File: src/rtl/rss_pkg.sv
package rss_pkg;

   localparam int SUM_WIDTH = 64;
   localparam int STEP_WIDTH = $clog2(SUM_WIDTH);
   localparam int MODE_WIDTH = 4;
   localparam int THRESHOLD_WIDTH = 32;
   localparam int CSR_DATA_WIDTH = 32;
   localparam int CSR_INDEX_WIDTH = 1;

   localparam logic [CSR_INDEX_WIDTH-1:0] CSR_MODE = 1'b0;
   localparam logic [CSR_INDEX_WIDTH-1:0] CSR_THRESHOLD = 1'b1;

   typedef enum logic [MODE_WIDTH-1:0] {
      MODE_PASS      = 4'd0,
      MODE_MAX       = 4'd1,
      MODE_MIN       = 4'd2,
      MODE_AVERAGE   = 4'd3,
      MODE_SUM       = 4'd4,
      MODE_FINAL     = 4'd5,
      MODE_IDX_MAX   = 4'd6,
      MODE_IDX_MIN   = 4'd7,
      MODE_THRESHOLD = 4'd8
   } mode_type;

   typedef enum logic [3:0] {
      OP_PASS,
      OP_MAX,
      OP_MIN,
      OP_AVG,
      OP_SUM,
      OP_IDX_MAX,
      OP_IDX_MIN,
      OP_THRESHOLD,
      OP_NONE
   } op_type;

   typedef struct packed {
      logic   clear_first;
      op_type op;
   } ctrl_type;

endpackage

File: src/rtl/rss_front.sv
module rss_front #(
   parameter int SAMPLE_WIDTH = 32
) (
   input  logic                                         clock,
   input  logic                                         reset,
   input  logic                                         req_push,
   output logic                                         req_full,
   input  logic signed [SAMPLE_WIDTH-1:0]               req_sample,
   input  logic                                         req_clear_first,
   input  logic                                         csr_we,
   input  logic [rss_pkg::CSR_INDEX_WIDTH-1:0]          csr_index,
   input  logic [rss_pkg::CSR_DATA_WIDTH-1:0]           csr_wdata,
   output logic signed [rss_pkg::THRESHOLD_WIDTH-1:0]   threshold,
   output logic                                         q_valid,
   input  logic                                         q_pop,
   output logic signed [SAMPLE_WIDTH-1:0]               q_sample,
   output rss_pkg::ctrl_type                            q_ctrl
);

   localparam int DEPTH = 2;

   logic [rss_pkg::MODE_WIDTH-1:0]              mode_ff;
   logic signed [rss_pkg::THRESHOLD_WIDTH-1:0]  threshold_ff;
   logic signed [SAMPLE_WIDTH-1:0]              sample_ff [DEPTH];
   rss_pkg::ctrl_type                           ctrl_ff [DEPTH];
   logic                                        wr_ptr_ff;
   logic                                        rd_ptr_ff;
   logic [1:0]                                  count_ff;
   logic [1:0]                                  count_in;
   logic                                        push_ok;
   logic                                        pop_ok;
   rss_pkg::op_type                             op;

   // mode decode into the operation the back end carries out
   always_comb begin
      unique case (mode_ff)
         rss_pkg::MODE_PASS, rss_pkg::MODE_FINAL: op = rss_pkg::OP_PASS;
         rss_pkg::MODE_MAX:       op = rss_pkg::OP_MAX;
         rss_pkg::MODE_MIN:       op = rss_pkg::OP_MIN;
         rss_pkg::MODE_AVERAGE:   op = rss_pkg::OP_AVG;
         rss_pkg::MODE_SUM:       op = rss_pkg::OP_SUM;
         rss_pkg::MODE_IDX_MAX:   op = rss_pkg::OP_IDX_MAX;
         rss_pkg::MODE_IDX_MIN:   op = rss_pkg::OP_IDX_MIN;
         rss_pkg::MODE_THRESHOLD: op = rss_pkg::OP_THRESHOLD;
         default:                 op = rss_pkg::OP_NONE;
      endcase
   end

   assign req_full  = (count_ff == 2'(DEPTH));
   assign push_ok   = req_push && !req_full;
   assign pop_ok    = q_pop && q_valid;
   assign q_valid   = (count_ff != 2'd0);
   assign q_sample  = sample_ff[rd_ptr_ff];
   assign q_ctrl    = ctrl_ff[rd_ptr_ff];
   assign threshold = threshold_ff;

   always_comb begin
      count_in = count_ff;
      if (push_ok && !pop_ok) begin
         count_in = count_ff + 2'd1;
      end else if (pop_ok && !push_ok) begin
         count_in = count_ff - 2'd1;
      end
   end

   always_ff @(posedge clock) begin
      if (reset) begin
         mode_ff      <= '0;
         threshold_ff <= '0;
         wr_ptr_ff    <= 1'b0;
         rd_ptr_ff    <= 1'b0;
         count_ff     <= '0;
      end else begin
         if (csr_we) begin
            unique case (csr_index)
               rss_pkg::CSR_MODE:      mode_ff <= csr_wdata[rss_pkg::MODE_WIDTH-1:0];
               rss_pkg::CSR_THRESHOLD: threshold_ff <= csr_wdata;
               default: ;
            endcase
         end
         if (push_ok) begin
            wr_ptr_ff <= !wr_ptr_ff;
         end
         if (pop_ok) begin
            rd_ptr_ff <= !rd_ptr_ff;
         end
         count_ff <= count_in;
      end
   end

   always_ff @(posedge clock) begin
      if (push_ok) begin
         sample_ff[wr_ptr_ff]      <= req_sample;
         ctrl_ff[wr_ptr_ff].clear_first <= req_clear_first;
         ctrl_ff[wr_ptr_ff].op     <= op;
      end
   end

endmodule

File: src/rtl/rss_div.sv
module rss_div #(
   parameter int COUNT_WIDTH = 32
) (
   input  logic                                  clock,
   input  logic                                  reset,
   input  logic                                  start,
   input  logic [rss_pkg::SUM_WIDTH-1:0]         magnitude,
   input  logic                                  negate,
   input  logic [COUNT_WIDTH-1:0]                divisor,
   output logic                                  done,
   output logic signed [rss_pkg::SUM_WIDTH-1:0]  quotient
);

   logic                                busy_ff;
   logic                                done_ff;
   logic                                neg_ff;
   logic [rss_pkg::STEP_WIDTH-1:0]      step_ff;
   logic [COUNT_WIDTH-1:0]              rem_ff;
   logic [COUNT_WIDTH-1:0]              rem_in;
   logic [COUNT_WIDTH-1:0]              div_ff;
   logic [rss_pkg::SUM_WIDTH-1:0]       quo_ff;
   logic [COUNT_WIDTH:0]                shifted;
   logic [COUNT_WIDTH:0]                diff;
   logic                                fits;

   // restoring division, one quotient bit per cycle
   always_comb begin
      shifted = {rem_ff, quo_ff[rss_pkg::SUM_WIDTH-1]};
      diff    = shifted - {1'b0, div_ff};
      fits    = (shifted >= {1'b0, div_ff});
      rem_in  = fits ? diff[COUNT_WIDTH-1:0] : shifted[COUNT_WIDTH-1:0];
   end

   assign done     = done_ff;
   assign quotient = neg_ff ? -$signed(quo_ff) : $signed(quo_ff);

   always_ff @(posedge clock) begin
      if (reset) begin
         busy_ff <= 1'b0;
         done_ff <= 1'b0;
         step_ff <= '0;
      end else begin
         done_ff <= 1'b0;
         if (start) begin
            busy_ff <= 1'b1;
            step_ff <= '0;
         end else if (busy_ff) begin
            step_ff <= step_ff + 1'b1;
            if (step_ff == rss_pkg::STEP_WIDTH'(rss_pkg::SUM_WIDTH - 1)) begin
               busy_ff <= 1'b0;
               done_ff <= 1'b1;
            end
         end
      end
   end

   always_ff @(posedge clock) begin
      if (start) begin
         rem_ff <= '0;
         quo_ff <= magnitude;
         div_ff <= divisor;
         neg_ff <= negate;
      end else if (busy_ff) begin
         rem_ff <= rem_in;
         quo_ff <= {quo_ff[rss_pkg::SUM_WIDTH-2:0], fits};
      end
   end

endmodule

File: src/rtl/rss_back.sv
module rss_back #(
   parameter int SAMPLE_WIDTH = 32,
   parameter int COUNT_WIDTH  = 32
) (
   input  logic                                         clock,
   input  logic                                         reset,
   input  logic signed [rss_pkg::THRESHOLD_WIDTH-1:0]   threshold,
   input  logic                                         q_valid,
   output logic                                         q_pop,
   input  logic signed [SAMPLE_WIDTH-1:0]               q_sample,
   input  rss_pkg::ctrl_type                            q_ctrl,
   output logic                                         rsp_empty,
   input  logic                                         rsp_pop,
   output logic signed [rss_pkg::SUM_WIDTH-1:0]         rsp_summary_value
);

   localparam int SW  = rss_pkg::SUM_WIDTH;
   localparam int CMP_WIDTH = (SAMPLE_WIDTH > rss_pkg::THRESHOLD_WIDTH) ?
                              SAMPLE_WIDTH : rss_pkg::THRESHOLD_WIDTH;
   localparam logic signed [SAMPLE_WIDTH-1:0] SMAX = {1'b0, {(SAMPLE_WIDTH-1){1'b1}}};
   localparam logic signed [SAMPLE_WIDTH-1:0] SMIN = {1'b1, {(SAMPLE_WIDTH-1){1'b0}}};
   localparam logic signed [SW-1:0] SUM_MAX = {1'b0, {(SW-1){1'b1}}};
   localparam logic signed [SW-1:0] SUM_MIN = {1'b1, {(SW-1){1'b0}}};

   typedef enum logic {ST_IDLE, ST_DIV} state_type;

   state_type                        state_ff;
   logic [COUNT_WIDTH-1:0]           count_ff;
   logic signed [SAMPLE_WIDTH-1:0]   extreme_ff;
   logic signed [SW-1:0]             sum_ff;
   logic signed [SW-1:0]             held_ff;
   logic signed [SAMPLE_WIDTH-1:0]   prev_ff;
   logic                             have_prev_ff;
   logic                             crossed_ff;
   logic                             out_valid_ff;
   logic signed [SW-1:0]             out_value_ff;

   logic [COUNT_WIDTH-1:0]           cnt0, count_in;
   logic signed [SAMPLE_WIDTH-1:0]   ext0, extreme_in;
   logic signed [SW-1:0]             sum0, sum_in;
   logic signed [SW-1:0]             held0, held_in;
   logic signed [SAMPLE_WIDTH-1:0]   prev0, prev_in;
   logic                             hp0, have_prev_in;
   logic                             cr0, crossed_in;
   logic signed [SW:0]               sum_wide;
   logic signed [SW-1:0]             sum_sat;
   logic signed [SW-1:0]             x_ext;
   logic signed [SW-1:0]             idx;
   logic signed [CMP_WIDTH-1:0]      x_c, prev_c, thr_c;
   logic                             crossing;
   logic                             take;
   logic                             div_start;
   logic                             div_done;
   logic [SW-1:0]                    div_mag;
   logic signed [SW-1:0]             div_quot;

   assign take      = q_valid && (state_ff == ST_IDLE) && (!out_valid_ff || rsp_pop);
   assign q_pop     = take;
   assign div_start = take && (q_ctrl.op == rss_pkg::OP_AVG);
   assign rsp_empty = !out_valid_ff;
   assign rsp_summary_value = out_value_ff;

   always_comb begin
      cnt0  = count_ff;
      ext0  = extreme_ff;
      sum0  = sum_ff;
      held0 = held_ff;
      prev0 = prev_ff;
      hp0   = have_prev_ff;
      cr0   = crossed_ff;
      if (q_ctrl.clear_first) begin
         cnt0  = '0;
         sum0  = '0;
         held0 = '0;
         prev0 = '0;
         hp0   = 1'b0;
         cr0   = 1'b0;
         ext0  = (q_ctrl.op == rss_pkg::OP_MIN || q_ctrl.op == rss_pkg::OP_IDX_MIN) ?
                 SMAX : SMIN;
      end

      count_in = (cnt0 == '1) ? cnt0 : cnt0 + COUNT_WIDTH'(1);
      x_ext    = SW'(q_sample);
      idx      = SW'(count_in);

      sum_wide = (SW+1)'(sum0) + (SW+1)'(x_ext);
      if (sum_wide[SW] != sum_wide[SW-1]) begin
         sum_sat = sum_wide[SW] ? SUM_MIN : SUM_MAX;
      end else begin
         sum_sat = sum_wide[SW-1:0];
      end

      x_c      = CMP_WIDTH'(q_sample);
      prev_c   = CMP_WIDTH'(prev0);
      thr_c    = CMP_WIDTH'(threshold);
      crossing = (prev_c < thr_c && thr_c <= x_c) || (prev_c > thr_c && thr_c >= x_c);

      extreme_in   = ext0;
      sum_in       = sum0;
      held_in      = held0;
      prev_in      = prev0;
      have_prev_in = hp0;
      crossed_in   = cr0;

      unique case (q_ctrl.op)
         rss_pkg::OP_PASS: held_in = x_ext;
         rss_pkg::OP_MAX, rss_pkg::OP_IDX_MAX: begin
            if (q_sample > ext0) begin
               extreme_in = q_sample;
               held_in    = (q_ctrl.op == rss_pkg::OP_MAX) ? x_ext : idx;
            end
         end
         rss_pkg::OP_MIN, rss_pkg::OP_IDX_MIN: begin
            if (q_sample < ext0) begin
               extreme_in = q_sample;
               held_in    = (q_ctrl.op == rss_pkg::OP_MIN) ? x_ext : idx;
            end
         end
         rss_pkg::OP_AVG: sum_in = sum_sat;
         rss_pkg::OP_SUM: begin
            sum_in  = sum_sat;
            held_in = sum_sat;
         end
         rss_pkg::OP_THRESHOLD: begin
            if (!cr0) begin
               prev_in      = q_sample;
               have_prev_in = 1'b1;
               if (hp0) begin
                  crossed_in = crossing;
                  if (crossing) begin
                     held_in = idx;
                  end
               end
            end
         end
         default: ;
      endcase

      div_mag = sum_sat[SW-1] ? SW'(-sum_sat) : SW'(sum_sat);
   end

   rss_div #(
      .COUNT_WIDTH(COUNT_WIDTH)
   ) u_div (
      .clock     (clock),
      .reset     (reset),
      .start     (div_start),
      .magnitude (div_mag),
      .negate    (sum_sat[SW-1]),
      .divisor   (count_in),
      .done      (div_done),
      .quotient  (div_quot)
   );

   always_ff @(posedge clock) begin
      if (reset) begin
         state_ff     <= ST_IDLE;
         count_ff     <= '0;
         extreme_ff   <= SMIN;
         sum_ff       <= '0;
         held_ff      <= '0;
         prev_ff      <= '0;
         have_prev_ff <= 1'b0;
         crossed_ff   <= 1'b0;
         out_valid_ff <= 1'b0;
         out_value_ff <= '0;
      end else begin
         unique case (state_ff)
            ST_IDLE: begin
               if (take) begin
                  count_ff     <= count_in;
                  extreme_ff   <= extreme_in;
                  sum_ff       <= sum_in;
                  held_ff      <= held_in;
                  prev_ff      <= prev_in;
                  have_prev_ff <= have_prev_in;
                  crossed_ff   <= crossed_in;
                  if (div_start) begin
                     out_valid_ff <= 1'b0;
                     state_ff     <= ST_DIV;
                  end else begin
                     out_valid_ff <= 1'b1;
                     out_value_ff <= held_in;
                  end
               end else if (rsp_pop) begin
                  out_valid_ff <= 1'b0;
               end
            end
            ST_DIV: begin
               if (div_done) begin
                  held_ff      <= div_quot;
                  out_value_ff <= div_quot;
                  out_valid_ff <= 1'b1;
                  state_ff     <= ST_IDLE;
               end
            end
            default: state_ff <= ST_IDLE;
         endcase
      end
   end

endmodule

File: src/rtl/running_summary_statistic.sv
// channel  | ports                                        | handshake
// request  | req_sample, req_clear_first                  | req_push / req_full
// response | rsp_summary_value                            | rsp_empty / rsp_pop
// csr      | csr_index, csr_wdata                         | csr_we
//
// Outside average a word goes through the queue and then the result register;
// one word a cycle in every mode but average while results are popped. Average waits on
// the one-bit-a-cycle back-end restoring divider; no new word enters until it is done.
// Two-deep queue between front and back; one-word result register.
// Synchronous reset; state as after a clear, mode and threshold zero.
module running_summary_statistic #(
   parameter int SAMPLE_WIDTH = 32,
   parameter int COUNT_WIDTH  = 32
) (
   input  logic                                   clock,
   input  logic                                   reset,
   input  logic                                   req_push,
   output logic                                   req_full,
   input  logic signed [SAMPLE_WIDTH-1:0]         req_sample,
   input  logic                                   req_clear_first,
   output logic                                   rsp_empty,
   input  logic                                   rsp_pop,
   output logic signed [rss_pkg::SUM_WIDTH-1:0]   rsp_summary_value,
   input  logic                                   csr_we,
   input  logic [rss_pkg::CSR_INDEX_WIDTH-1:0]    csr_index,
   input  logic [rss_pkg::CSR_DATA_WIDTH-1:0]     csr_wdata
);

   logic signed [rss_pkg::THRESHOLD_WIDTH-1:0]  threshold;
   logic                                        q_valid;
   logic                                        q_pop;
   logic signed [SAMPLE_WIDTH-1:0]              q_sample;
   rss_pkg::ctrl_type                           q_ctrl;

   rss_front #(
      .SAMPLE_WIDTH(SAMPLE_WIDTH)
   ) u_front (
      .clock           (clock),
      .reset           (reset),
      .req_push        (req_push),
      .req_full        (req_full),
      .req_sample      (req_sample),
      .req_clear_first (req_clear_first),
      .csr_we          (csr_we),
      .csr_index       (csr_index),
      .csr_wdata       (csr_wdata),
      .threshold       (threshold),
      .q_valid         (q_valid),
      .q_pop           (q_pop),
      .q_sample        (q_sample),
      .q_ctrl          (q_ctrl)
   );

   rss_back #(
      .SAMPLE_WIDTH(SAMPLE_WIDTH),
      .COUNT_WIDTH (COUNT_WIDTH)
   ) u_back (
      .clock             (clock),
      .reset             (reset),
      .threshold         (threshold),
      .q_valid           (q_valid),
      .q_pop             (q_pop),
      .q_sample          (q_sample),
      .q_ctrl            (q_ctrl),
      .rsp_empty         (rsp_empty),
      .rsp_pop           (rsp_pop),
      .rsp_summary_value (rsp_summary_value)
   );

endmodule

File: config.mk
export PLATFORM = sky130hd
export DESIGN_NAME = running_summary_statistic
export DESIGN_NICKNAME = d
export VERILOG_FILES = /design/src/rtl/rss_pkg.sv /design/src/rtl/rss_front.sv /design/src/rtl/rss_div.sv /design/src/rtl/rss_back.sv /design/src/rtl/running_summary_statistic.sv
export SDC_FILE = /design/constraint.sdc
export NUM_CORES = 2
export LEC_CHECK = 0
export BUFFER_PORTS_ARGS = -buffer_cell sky130_fd_sc_hd__buf_2
export CAP_MARGIN = 10
export CORE_MARGIN = 8
export CORE_UTILIZATION = 61
export CTS_BUF_LIST = sky130_fd_sc_hd__clkbuf_4 sky130_fd_sc_hd__clkbuf_8 sky130_fd_sc_hd__clkbuf_16
export CTS_CLUSTER_SIZE = 30
export DETAILED_ROUTE_END_ITERATION = 12
export PLACE_DENSITY_LB_ADDON = 0.08
export SLEW_MARGIN = 10
export SYNTH_ARGS = -nofsm -noshare
export SYNTH_HDL_FRONTEND = slang
export SYNTH_SLANG_ARGS = --single-unit
File: constraint.sdc
create_clock -name clock -period 13.6 [get_ports clock]
set_clock_uncertainty 0.1 [all_clocks]
set_input_delay 0.68 -clock clock [delete_from_list [all_inputs] [get_ports clock]]
set_output_delay 0.68 -clock clock [all_outputs]
set_load 0.1 [all_outputs]
==> flow_metrics.py <==
metrics = {
    "placement": {
        "place_area_mm2": 0.03954,
        "dpl.cell_count": 5613,
        "place.gp.congestion": 1.025,
        "portBuffers": 136,
        "dp_hpwl_mm": 102.5,
        "dp_slack_ns": 3.644,
    },
    "detailed_routing": {
        "drtAntennaViolNets": 0,
        "vias": 38810,
        "dr.pass1.iters": 8,
        "viasPerCell": 6.776,
        "drcViolationCount": 0,
        "avgRoutedWirePerCell_um": 24.68,
        "first_iter_violations": 6083,
        "drt-total-wl_mm": 141.4,
    },
    "job": {
        "drv_cap": 0,
    },
    "setup_path": {
        "path_common_cell": "o21ai_0",
        "required_ns": 13.89,
        "cp_data_arrival_time_ns": 10.63,
        "startpoint_type": "flip-flop",
        "reg2reg_depth": 28,
        "cpLargestDelayFamily": "compound AO/OA/AOI/OAI gates",
        "cp-end-kind": "flip-flop",
        "crit_fanout": 77,
        "criticalPathCategory": "reg2reg",
        "cp.depth": 28,
        "path_buf_inv": 4,
        "r2r-end": "u_back.u_div.quo_ff[60]$_DFFE_PP_",
        "crit_end": "u_back.u_div.quo_ff[60]$_DFFE_PP_",
        "worst_path_max_delay_cell": "a2111oi_0",
        "critPathMaxStageDelay_ns": 0.86,
        "reg2reg_slack_ns": 3.26,
    },
    "cts": {
        "tritoncts": "done",
        "clock-sinks": 548,
        "clk_latency_ns": 0.68,
        "cts_root_buf": "clkbuf_16",
        "htree_levels": 2,
        "clk_pin_slew_ns": 0.06,
        "cts_made_buffers": 60,
        "cts_hold_buf": 0,
        "clockBufferDepth": 3,
        "cts_setup_buffers": 0,
        "postCtsResizedCells": 0,
    },
    "outcome": {
        "outcome": "finished, final reports clean",
    },
    "finish": {
        "stdcell_count": 5728,
        "layout-drive-gt1-share_pct": 9.098,
        "nets": 5100,
        "final_common_cell": "nand2_1",
        "fin_area_mm2": 0.04171,
        "n_fill_cell": 5503,
        "syn_to_final_growth_pct": 8.855,
        "layout_common_cells": "596 x nand2_1, 453 x a21oi_1, 442 x nor2_1, 375 x dfxtp_1, 355 x o21ai_0",
    },
    "yosys": {
        "seq_area_frac_synth_pct": 33.10,
        "synth_cell_types": 105,
        "syn_area_per_cell_um2": 7.864,
        "syn-instance-count": 4873,
        "synth_warnings": 0,
        "synthFlopType": "dfxtp_1",
        "ys_ff_latch": 548,
        "synthArstFlopShare_pct": 0,
        "synth-edff-count": 171,
        "syn_nets": 5144,
        "netlist_area_mm2": 0.03832,
    },
    "grt": {
        "grt_pass1_vias": 34210,
        "grt_first_pass_wirelength_mm": 210.5,
        "grt_use_total_pct": 37.77,
        "grt_max_degree": 104,
        "antenna_found_initial": 2,
        "grt-ovfl-total": 0,
    },
    "floorplan": {
        "num_io_pins": 137,
        "die_w_um": 266.6,
        "coreArea_mm2": 0.06262,
        "row_count": 92,
        "start_util_pct": 61.19,
        "die_h_um": 266.6,
        "die_area_mm2": 0.07109,
    },
    "timing": {
        "relSlewSlack_pct": 16.77,
        "finalMaxSlewViolations": 0,
        "tightestPinTransition_ns": 1.248,
        "layout_min_cycle_time_ns": 10.34,
        "setup_violations": 0,
        "min_period_over_period_pct": 76.03,
        "timing.final.ws_setup_ns": 3.260,
        "rsz0062_at_grt": "false",
        "max_freq_mhz": 96.71,
        "hold_violations": 0,
        "tns_ns": 0,
    },
    "power": {
        "p_comb_share_pct": 61.3,
        "p_seq_share_pct": 21.9,
        "power.density_mw_per_mm2": 252.5,
        "p_leak_nw": 16.13,
        "clkPwrFrac_pct": 16.9,
        "sw_frac_of_total_pct": 53.56,
        "intPower_mw": 4.891,
        "p_switching_mw": 5.642,
        "vdd_drop_max_v": 0.0001617,
    },
    "worst_hold_path": {
        "hold_class": "in2reg",
    },
}
[worst register-to-register path, delay by kind of cell, from the launching register on]
kind | cells | cell delay, ns
XOR/XNOR | 1 | 0.14
flip-flops | 1 | 0.37
AND/OR/NAND/NOR | 3 | 0.73
buffers and inverters | 4 | 1.73
adder cells (fa/ha/maj) | 3 | 1.27
AO/OA/AOI/OAI | 15 | 4.97
multiplexers | 2 | 0.78
[cell families after synthesis]
logic type	Yosys count	synth area share (%)
AO/OA/AOI/OAI	1576	26.51
multiplexers	100	2.723
adder cells (fa/ha/maj)	200	6.570
flip-flops	548	33.10
buffers and inverters	480	4.780
AND/OR/NAND/NOR	1769	21.75
XOR/XNOR	200	4.571
[how the worst min path moves through the flow]
stage	start	endpoint	cells past startpoint
final	req_sample[22]	u_front.sample_ff[1][22]$_DFFE_PP_	1
after global routing	req_sample[21]	u_front.sample_ff[0][21]$_DFFE_PP_	1
after CTS	req_sample[21]	u_front.sample_ff[0][21]$_DFFE_PP_	1
after detailed placement	u_front.op[1]$_DFF_P_	u_front.ctrl_ff[1][1]$_DFFE_PP_	0
after global placement	u_front.op[1]$_DFF_P_	u_front.ctrl_ff[1][1]$_DFFE_PP_	0
after floorplan	u_front.op[0]$_DFF_P_	u_front.ctrl_ff[0][0]$_DFFE_PP_	0
[Yosys cell counts, types with 21 or more instances]
master	instances	share of area (%)
o41ai_1	23	0.53
dfxtp_1	377	20
or3_1	63	1.0
a31oi_1	40	0.65
o21ai_0	356	4.6
o211ai_1	36	0.71
xor2_1	114	2.6
and3_1	27	0.44
o31ai_1	59	1.2
clkbuf_1	272	2.7
and2_1	126	2.1
a21oi_1	457	6.0
or4_1	22	0.43
a221oi_1	48	1.1
nor3_1	109	1.4
nor2_1	448	4.4
nand2_1	597	5.8
a211oi_1	71	1.4
mux2i_1	69	1.8
edfxtp_1	171	13
buf_1	25	0.24
nand4_1	81	1.3
inv_1	161	1.6
mux2_2	30	0.88
o221ai_1	23	0.53
ha_1	198	6.5
o22ai_1	21	0.34
nand2b_1	34	0.56
a21o_1	77	1.5
nor2b_1	28	0.46
xnor2_1	86	2.0
o21a_1	65	1.3
a22oi_1	112	2.2
nand3_1	140	1.8
[sequential cells by signal, indices dropped and copies added (netlist names), 2 cells and up, named ones only]
name and flops:
u_back.count_ff 32, u_back.extreme_ff 32, u_back.held_ff 64, u_back.prev_ff 32, u_back.rsp_summary_value 64, u_back.sum_ff 64, u_back.u_div.div_ff 32, u_back.u_div.quo_ff 64
u_back.u_div.rem_ff 32, u_back.u_div.step_ff 6, u_front.count_ff 2, u_front.ctrl_ff 10, u_front.mode_ff 4, u_front.op 4, u_front.sample_ff 64, u_front.threshold 32
[metal layers]
| layer | global-route usage [%] | part of all wire [%] | routed length [um] | up-vias |
|---|---|---|---|---|
| li1 | - | - | - | 17750 |
| met1 | 53.78 | 41 | 58640 | 18180 |
| met2 | 54.10 | 40 | 57220 | 2486 |
| met3 | 11.37 | 14 | 20110 | 393 |
| met4 | 12.40 | 3.8 | 5410 | 2 |
| met5 | 0 | 0.0092 | 13 | - |
[layout make-up]
cell class	count	area [um2]	share of cell area, %
Sequential cell	548	12690	30.42
Clock inverter	29	372.9	0.8939
Timing Repair Buffer	210	1259	3.018
Inverter	164	615.6	1.476
Multi-Input combinational cell	3845	23920	57.35
Tap cell	846	1059	2.538
Antenna cell	2	5.005	0.01200
Clock buffer	84	1792	4.295
[power by group through the flow]
stage	clock network [mW]	logic [mW]	registers [mW]
6_report	1.78	6.45	2.30
5_1_grt	1.84	6.77	2.33
4_1_cts	1.79	6.14	2.29
3_5_place_dp	0	6.11	2.32
3_3_place_gp	0	6.08	2.31
2_1_floorplan	0	3.82	2.72
[through the flow]
| stage | hold WS, ns | util (%) | power, mW |
|---|---|---|---|
| after floorplan | 0.3037 | - | 6.535 |
| after global placement | 0.3147 | 63.14 | 8.394 |
| after detailed placement | 0.3181 | 63.15 | 8.427 |
| after CTS | 0.08869 | 66.60 | 10.22 |
| after global routing | 0.1003 | 66.60 | 10.94 |
| final | 0.1122 | 66.61 | 10.53 |
(Power assumes the default switching activity.)
